==> src/hw/rtl/jptq_pkg.sv <==
// Shared constants and types for the jump point table query block.
package jptq_pkg;

    // Default table size in cells.
    localparam int MAX_CELLS_DEF = 65536;

    // Labels per cell, one for each direction.
    localparam int NUM_DIRECTIONS = 8;
    localparam int DIR_W = $clog2(NUM_DIRECTIONS);

    // Label layout: the top bit marks a dead end.
    localparam int DEAD_BIT = 15;

    // Request operation codes.
    localparam logic OP_WRITE = 1'b0;
    localparam logic OP_QUERY = 1'b1;

    // Direction codes.
    localparam logic [2:0] DIR_N  = 3'd0;
    localparam logic [2:0] DIR_S  = 3'd1;
    localparam logic [2:0] DIR_E  = 3'd2;
    localparam logic [2:0] DIR_WE = 3'd3;
    localparam logic [2:0] DIR_NE = 3'd4;
    localparam logic [2:0] DIR_NW = 3'd5;
    localparam logic [2:0] DIR_SE = 3'd6;

    // Configuration register indexes.
    localparam logic [1:0] CFG_WIDTH  = 2'd0;
    localparam logic [1:0] CFG_HEIGHT = 2'd1;
    localparam logic [1:0] CFG_CELLS  = 2'd2;

    // Divider request and response.
    typedef struct packed {
        logic        start;
        logic [31:0] dividend;
        logic [15:0] divisor;
    } div_req_t;

    typedef struct packed {
        logic        done;
        logic [31:0] quotient;
        logic [15:0] remainder;
    } div_rsp_t;

endpackage

==> src/hw/rtl/jptq_div.sv <==
// Radix-2 restoring divider, 32-bit dividend by 16-bit nonzero divisor.
module jptq_div
    import jptq_pkg::*;
(
    input  logic     clk,
    input  logic     rst_n,
    input  div_req_t req,
    output div_rsp_t rsp
);

    logic        busy_reg;
    logic        done_reg;
    logic [4:0]  cnt_reg;
    logic [15:0] acc_reg;
    logic [31:0] q_reg;
    logic [15:0] d_reg;

    logic [16:0] shifted;
    logic        ge;
    logic [16:0] diff;
    logic [15:0] acc_next;
    logic [31:0] q_next;

    // One quotient bit per cycle.
    always_comb
    begin
        shifted  = {acc_reg, q_reg[31]};
        ge       = (shifted >= {1'b0, d_reg});
        diff     = shifted - {1'b0, d_reg};
        acc_next = ge ? diff[15:0] : shifted[15:0];
        q_next   = {q_reg[30:0], ge};
    end

    // Control state.
    always_ff @(posedge clk or negedge rst_n)
    begin
        if (!rst_n)
        begin
            busy_reg <= 1'b0;
            done_reg <= 1'b0;
            cnt_reg  <= 5'd0;
        end
        else
        begin
            done_reg <= 1'b0;
            if (req.start)
            begin
                busy_reg <= 1'b1;
                cnt_reg  <= 5'd0;
            end
            else if (busy_reg)
            begin
                cnt_reg <= cnt_reg + 5'd1;
                if (cnt_reg == 5'd31)
                begin
                    busy_reg <= 1'b0;
                    done_reg <= 1'b1;
                end
            end
        end
    end

    // Datapath.
    always_ff @(posedge clk)
    begin
        if (req.start)
        begin
            acc_reg <= 16'd0;
            q_reg   <= req.dividend;
            d_reg   <= req.divisor;
        end
        else if (busy_reg)
        begin
            acc_reg <= acc_next;
            q_reg   <= q_next;
        end
    end

    assign rsp.done      = done_reg;
    assign rsp.quotient  = q_reg;
    assign rsp.remainder = acc_reg;

endmodule

==> config.mk <==
export PLATFORM = sky130hd
export DESIGN_NAME = jptq_div
export DESIGN_NICKNAME = d
export VERILOG_FILES = /design/src/hw/rtl/jptq_pkg.sv /design/src/hw/rtl/jptq_div.sv
export SDC_FILE = /design/constraint.sdc
export NUM_CORES = 1
export LEC_CHECK = 0
export BUFFER_PORTS_ARGS = -buffer_cell sky130_fd_sc_hd__buf_2
export CORE_MARGIN = 5
export CORE_UTILIZATION = 49
export CTS_BUF_LIST = sky130_fd_sc_hd__clkbuf_2 sky130_fd_sc_hd__clkbuf_4 sky130_fd_sc_hd__clkbuf_8
export CTS_CLUSTER_DIAMETER = 200
export DETAILED_ROUTE_END_ITERATION = 7
export PLACE_DENSITY = 0.88
export SYNTH_ARGS = -nofsm -noshare
export SYNTH_HDL_FRONTEND = slang
export SYNTH_SLANG_ARGS = --single-unit
==> constraint.sdc <==
create_clock -name clk -period 2.2 [get_ports clk]
set_input_delay 0.11 -clock clk [delete_from_list [all_inputs] [get_ports clk]]
set_output_delay 0.11 -clock clk [all_outputs]
set_load 0.03 [all_outputs]
==> run metrics, run 1 <==
hold_sp=req[22]; final hold vios=0; Largest register FFs=32; n_diodes=0; Via Count=3134; CP Capture Type=register; CTS tree=built; critical-path maximum fanout=6; Max Fclk=411 MHz; FP Rows=31; Post-Place Setup Slack=-0.170 ns; Worst Hold Class=input port to register; Placed Area=~4800 um^2; Tightest Pin Transition=around 0.49 ns; Layout Nets=558; clk_lat worst skew=between 0.3 and 0.4 ns; crit path from=d_reg[10]$_DFFE_PP_; pwr/cell area=1170 nW/um^2; Synth Flop Type=edfxtp_1; Rel. slew slack=between 60% and 70%; library cells used by synthesis=51; drt drc=0; Max-Cap Viols=0; Syn Area/Cell=11.9 um^2; Worst Skew=roughly 0.011 ns; drt pass-1 iters=5; routed length per instance=16.3 um; total CTS buffers=9; number of global-route vias before repair=roughly 3300; Post-Synthesis Cell Area=3720 um^2; io pins=100; startpoint types=register; full die area=roughly 9400 um^2; post-synthesis sequential area ratio=52.1%; crit share post-route=111%; Slew Limit Fails=0; Core Area=between 7000 and 8000 um^2; Critical R2R Launch=d_reg[10]$_DFFE_PP_; H-tree Lvls=3; Die Y=97.1 um; min Tclk post-route=2.43 ns; DRT Wirelength=9670 um; yosys warns=0; share of layout cells above drive strength 1=between 50% and 60%; global route total overflow=0; initial core utilization=approximately half; Worst-path clk slew=0.09 ns; root buffer cell=clkbuf_8; Final Setup Violations=17; crit path DAT=2.71 ns; unrepaired setup endpoints after global routing=yes; Mapped Cells=approximately 310; commonest non-fill, non-tap cell in the layout=buf_2; Post-synth EDFFs=48; Final ANT Viol Nets=0; first-pass GRT wire length=15400 um; antenna violations before repair=0; Synth Register Bits=71; syn_nets=382; outcome=finished, violations left; Synth-to-Final Area Change=43.8%; Critical Path RT=~2.5 ns; Initial DRC Count=133; clk buf depth=2; Num Clock Sinks=71; fraction of registers with async set/reset=9.86%; GP Congestion=0.923; Die X=between 90 and 100 um; most frequent cells in the layout=buf_2 (99), buf_4 (57), edfxtp_1 (48); Overall Global Routing Usage=20.0%; largest net degree at the start of global routing=48; # port buffers=99; failing checks=setup timing; vias per std cell=5.29; setup_tns=-2.76 ns; Final Power=approximately 6.2 mW; Leak Pwr=2.47 nW; Setup CP Type=register to register; post-DP HPWL=6720 um; Design Area, Final=5350 um^2; Fin Hold WS=0.0457 ns; setup ws final=-0.232 ns; worst-case vdd ir drop=a little over 600 uV; reg2reg setup slack=-0.23 ns
final cells by class:
| class | instances | area, um^2 |
|---|---|---|
| fillers | 482 | 1980 |
| flip-flops and latches | 71 | 1950 |
| multi-input cells | 205 | 1810 |
| repair buffers | 180 | 1190 |
| clock buffers | 9 | 124 |
| well taps | 99 | 124 |
| inverters | 21 | 78.8 |
| clock inverters | 7 | 68.8 |
worst paths after layout:
check,depth (start not counted),end
worst min register to register,2,acc_reg[1]$_SDFFE_PP0P_
max in group asynchronous,2,done_reg$_DFF_PN0_
min in group asynchronous,2,cnt_reg[1]$_DFFE_PN0P_
worst max register to register,10,acc_reg[0]$_SDFFE_PP0P_
worst max-delay path,10,acc_reg[0]$_SDFFE_PP0P_
worst min-delay path,2,q_reg[6]$_DFFE_PP_
layer usage:
| layer | global-route usage [%] | vias to the layer above | part of all wire (%) |
|---|---|---|---|
| met5 | 0 | - | 0 |
| met4 | 4.54 | 0 | 1.4 |
| met3 | 6.75 | 13 | 7.8 |
| met2 | 34.0 | 127 | 50 |
| met1 | 24.7 | 1483 | 41 |
| li1 | - | 1511 | - |
cell usage after synthesis (6+ instances only):
cell type / count / area, um^2
mux2i_1: 13 / 130
nand2_1: 11 / 41.3
a211oi_1: 12 / 90.1
nor2_1: 31 / 116
dfrtp_1: 7 / 175
inv_1: 21 / 78.8
nand3_1: 6 / 30.0
clkbuf_1: 11 / 41.3
mux2_2: 32 / 360
ha_1: 18 / 225
edfxtp_1: 48 / 1440
xnor2_1: 11 / 96.3
a21oi_1: 13 / 65.1
dfxtp_1: 16 / 320
worst max-delay path: stages (launching register included):
cell       delay (ns)
edfxtp_1         0.37
inv_1            0.11
ha_4             0.23
a21o_1           0.21
nand3_1          0.10
and2_4           0.15
nand4_1          0.14
a2111oi_4        0.35
buf_4            0.21
mux2_4           0.31
a211oi_2         0.20
metrics by stage:
step / instances / util [%]
2_1_floorplan: 312 / -
3_3_place_gp: 549 / 64.9
3_5_place_dp: 549 / 64.9
4_1_cts: 589 / 71.8
5_1_grt: 592 / 72.9
6_report: 592 / 72.9
repair_timing:
action,CTS,global route
endpoints found under the hold margin,23,0
resized for setup,18,13
hold buffers,17,0
cloned,1,0
buffers inserted,6,3
setup endpoints to repair,17,17
pin swaps,16,7
power by group:
part | internal, mW | switching (mW)
registers | 1.69 | 0.148
clock network | 0.447 | 0.598
logic | 1.65 | 1.71
kinds of logic after synthesis:
kind of cell / count (synthesis) / synth area share (%)
xor gates and xnor gates: 16 / 3.77
adders and majority gates: 19 / 6.60
AOI/OAI and AO/OA: 55 / 11.3
and+or+nand+nor: 70 / 9.09
DFF: 71 / 52.1
buffers and inverters: 36 / 3.97
muxes: 45 / 13.2
No activity file was read; power rests on OpenSTA's default activity.
==> run 2, diff against run 1 <==
--- a/config.mk
+++ b/config.mk
@@ -11,7 +11,8 @@
 export CTS_BUF_LIST = sky130_fd_sc_hd__clkbuf_2 sky130_fd_sc_hd__clkbuf_4 sky130_fd_sc_hd__clkbuf_8
 export CTS_CLUSTER_DIAMETER = 200
 export DETAILED_ROUTE_END_ITERATION = 7
-export PLACE_DENSITY = 0.88
+export PLACE_DENSITY_LB_ADDON = 0.3
+export SLEW_MARGIN = 20
 export SYNTH_ARGS = -nofsm -noshare
 export SYNTH_HDL_FRONTEND = slang
 export SYNTH_SLANG_ARGS = --single-unit
==> run 2 against run 1 <==
The flow still finishes with violations (setup timing). Sequential cell count unchanged. Die area unchanged. Global-route usage decreased by 0.57 points. Largest cell class unchanged.
==> run metrics, run 2 (synthesis gave the netlist of run 1 again) <==
outcome=finished, violations left; failing checks=setup timing; Slew Limit Fails=0 (unchanged); n_diodes=0 (unchanged); Rel. slew slack=70.2% (+3.0 points); commonest non-fill, non-tap cell in the layout=buf_2; Layout Nets=556 (-0.36%); root buffer cell=clkbuf_8; vias per std cell=5.13 (-3.1%); number of global-route vias before repair=3123 (-4.1%); Critical R2R Launch=d_reg[6]$_DFFE_PP_; unrepaired setup endpoints after global routing=yes; GP Congestion=0.875 (-5.2%); global route total overflow=0 (unchanged); CP peak stage delay=0.37 ns (about the same); Fin Hold WS=0.0490 ns (+0.00334 ns); initial core utilization=50.7% (unchanged); reg2reg setup slack=-0.18 ns (+0.05 ns); crit path DAT=2.60 ns (-0.11 ns); final hold vios=0 (unchanged); antenna violations before repair=0 (unchanged); share of layout cells above drive strength 1=52.1% (+0.21 points); Hold Path Depth=2 (unchanged); slowest CP cell=a2111oi_4; critical-path maximum fanout=7 (+1); Final Core Density=73.4% (+0.51 points); dpl cells=554 (+0.91%); Critical Path RT=2.42 ns (-0.06 ns); Die X=97.1 um (unchanged); min Tclk post-route=2.38 ns (-0.0522 ns); Die Y=97.1 um (unchanged); Worst Skew=0.0148 ns (+0.00341 ns); drt pass-1 iters=4 (-1); Num Clock Sinks=71 (unchanged); Worst Hold Class=input port to register; total CTS buffers=9 (unchanged); setup ws final=-0.179 ns (+0.0522 ns); Leak Pwr=2.45 nW (-0.96%); Tightest Pin Transition=0.446 ns (-0.0443 ns); Cell Count, Final, Fillers Out=590 (-0.34%); largest net degree at the start of global routing=33 (-31%); Largest register FFs=32 (unchanged); full die area=9430 um^2 (unchanged); Via Count=3027 (-3.4%); Synth-to-Final Area Change=44.8%; Final Power=6.30 mW (+1.0%); clk buf depth=2 (unchanged); startpoint types=register; first-pass GRT wire length=15000 um (-3.0%); drt drc=0 (unchanged); cell mode on critical path=nand4_1; Initial DRC Count=115 (-14%); Overall Global Routing Usage=19.5% (-0.57 points); Post-Place Setup Slack=-0.204 ns (-0.0334 ns); Setup CP Type=register to register; Placed Area=4780 um^2 (+0.53%); hold_sp=req[47]; R2R cell count=12 (+2); most frequent cells in the layout=buf_2 (99), buf_4 (56), edfxtp_1 (48); setup_tns=-1.70 ns (+1.06 ns); Design Area, Final=5380 um^2 (+0.70%); io pins=100 (unchanged); Worst-path clk slew=0.09 ns (about the same); Core Area=7330 um^2 (unchanged); post-DP HPWL=6560 um (-2.4%); pwr/cell area=1170 nW/um^2 (+0.30%); worst-case vdd ir drop=902 uV (+46%); Cell Chain, Critical Path=inv_1, ha_1, buf_6, nand2_1, nor2_1, nand4_1, nand4_1, a2111oi_4, buf_4, buf_12, mux2i_4, a211oi_2; worst reg2reg path endpoint=acc_reg[7]$_SDFFE_PP0P_; routed length per instance=15.7 um (-3.8%); Max Fclk=420 MHz (+2.2%); # port buffers=99 (unchanged); Final Setup Violations=16 (-1); H-tree Lvls=3 (unchanged); CTS tree=built; Hold Crit Endpoint=q_reg[31]$_DFFE_PP_; Final ANT Viol Nets=0 (unchanged); Max-Cap Viols=0 (unchanged); CP Capture Type=register; clk_lat worst skew=0.35 ns (about the same); FP Rows=31 (unchanged); # fillers=513 (+6.4%); DRT Wirelength=9270 um (-4.1%); crit share post-route=108% (-2.4 points)
## run 2: cell types whose count changed in the layout (fill, tap and decap cells not counted), sizes merged
cell	previous run	this run
clkbuf	9	10
clkinvlp	0	3
inv	27	22
bufinv	0	1
buf	163	161
## run 2: cell type report
| cell class | count | area (um^2) | share of cell area, % |
|---|---|---|---|
| inverters | 21 | 78.8 | 1.46 |
| repair buffers | 178 | 1170 | 21.8 |
| multi-input cells | 205 | 1860 | 34.5 |
| well taps | 99 | 124 | 2.30 |
| clock buffers | 10 | 131 | 2.44 |
| clock inverters | 6 | 70.1 | 1.30 |
| flip-flops and latches | 71 | 1950 | 36.2 |
## run 2: metal layers
layer | routed length [um] | global-route usage [%] | vias up
li1 | - | - | 1496
met1 | 3940 | 24.5 | 1443
met2 | 4750 | 33.0 | 72
met3 | 388 | 3.73 | 16
met4 | 191 | 7.56 | 0
met5 | 0 | 0 | -
## run 2: what timing repair did
| action | 4_1_cts | 5_1_grt |
|---|---|---|
| hold endpoints to repair | 23 | 0 |
| buffers inserted | 1 | 2 |
| resized for setup | 18 | 18 |
| hold buffers | 17 | 0 |
| pin swaps | 6 | 7 |
| endpoints found under the setup margin | 16 | 17 |
## run 2: worst max-delay path, delay by kind of cell (launching register included)
family,cells,cell delay [ns]
AND/OR/NAND/NOR,4,0.36
adder cells (fa/ha/maj),1,0.28
AO/OA/AOI/OAI,2,0.46
flip-flops,1,0.36
buffers and inverters,4,0.55
multiplexers,1,0.24
## run 2: power breakdown
| part | leakage, nW | switching (mW) | internal, mW |
|---|---|---|---|
| clock | 0.0925 | 0.535 | 0.542 |
| sequential | 0.722 | 0.149 | 1.69 |
| combinational | 1.64 | 1.72 | 1.67 |
| total | 2.45 | 2.41 | 3.90 |
## run 2: worst max path at each step
stage / slack (ns) / endpoint / cells after the start / startpoint
after CTS: -0.17 / acc_reg[0]$_SDFFE_PP0P_ / 9 / d_reg[4]$_DFFE_PP_
final: -0.18 / acc_reg[7]$_SDFFE_PP0P_ / 12 / d_reg[6]$_DFFE_PP_
after floorplan: -0.15 / acc_reg[0]$_SDFFE_PP0P_ / 9 / q_reg[31]$_DFFE_PP_
after global placement: -0.16 / acc_reg[14]$_SDFFE_PP0P_ / 9 / d_reg[0]$_DFFE_PP_
after detailed placement: -0.20 / acc_reg[0]$_SDFFE_PP0P_ / 10 / d_reg[6]$_DFFE_PP_
after global routing: -0.31 / acc_reg[7]$_SDFFE_PP0P_ / 11 / d_reg[6]$_DFFE_PP_
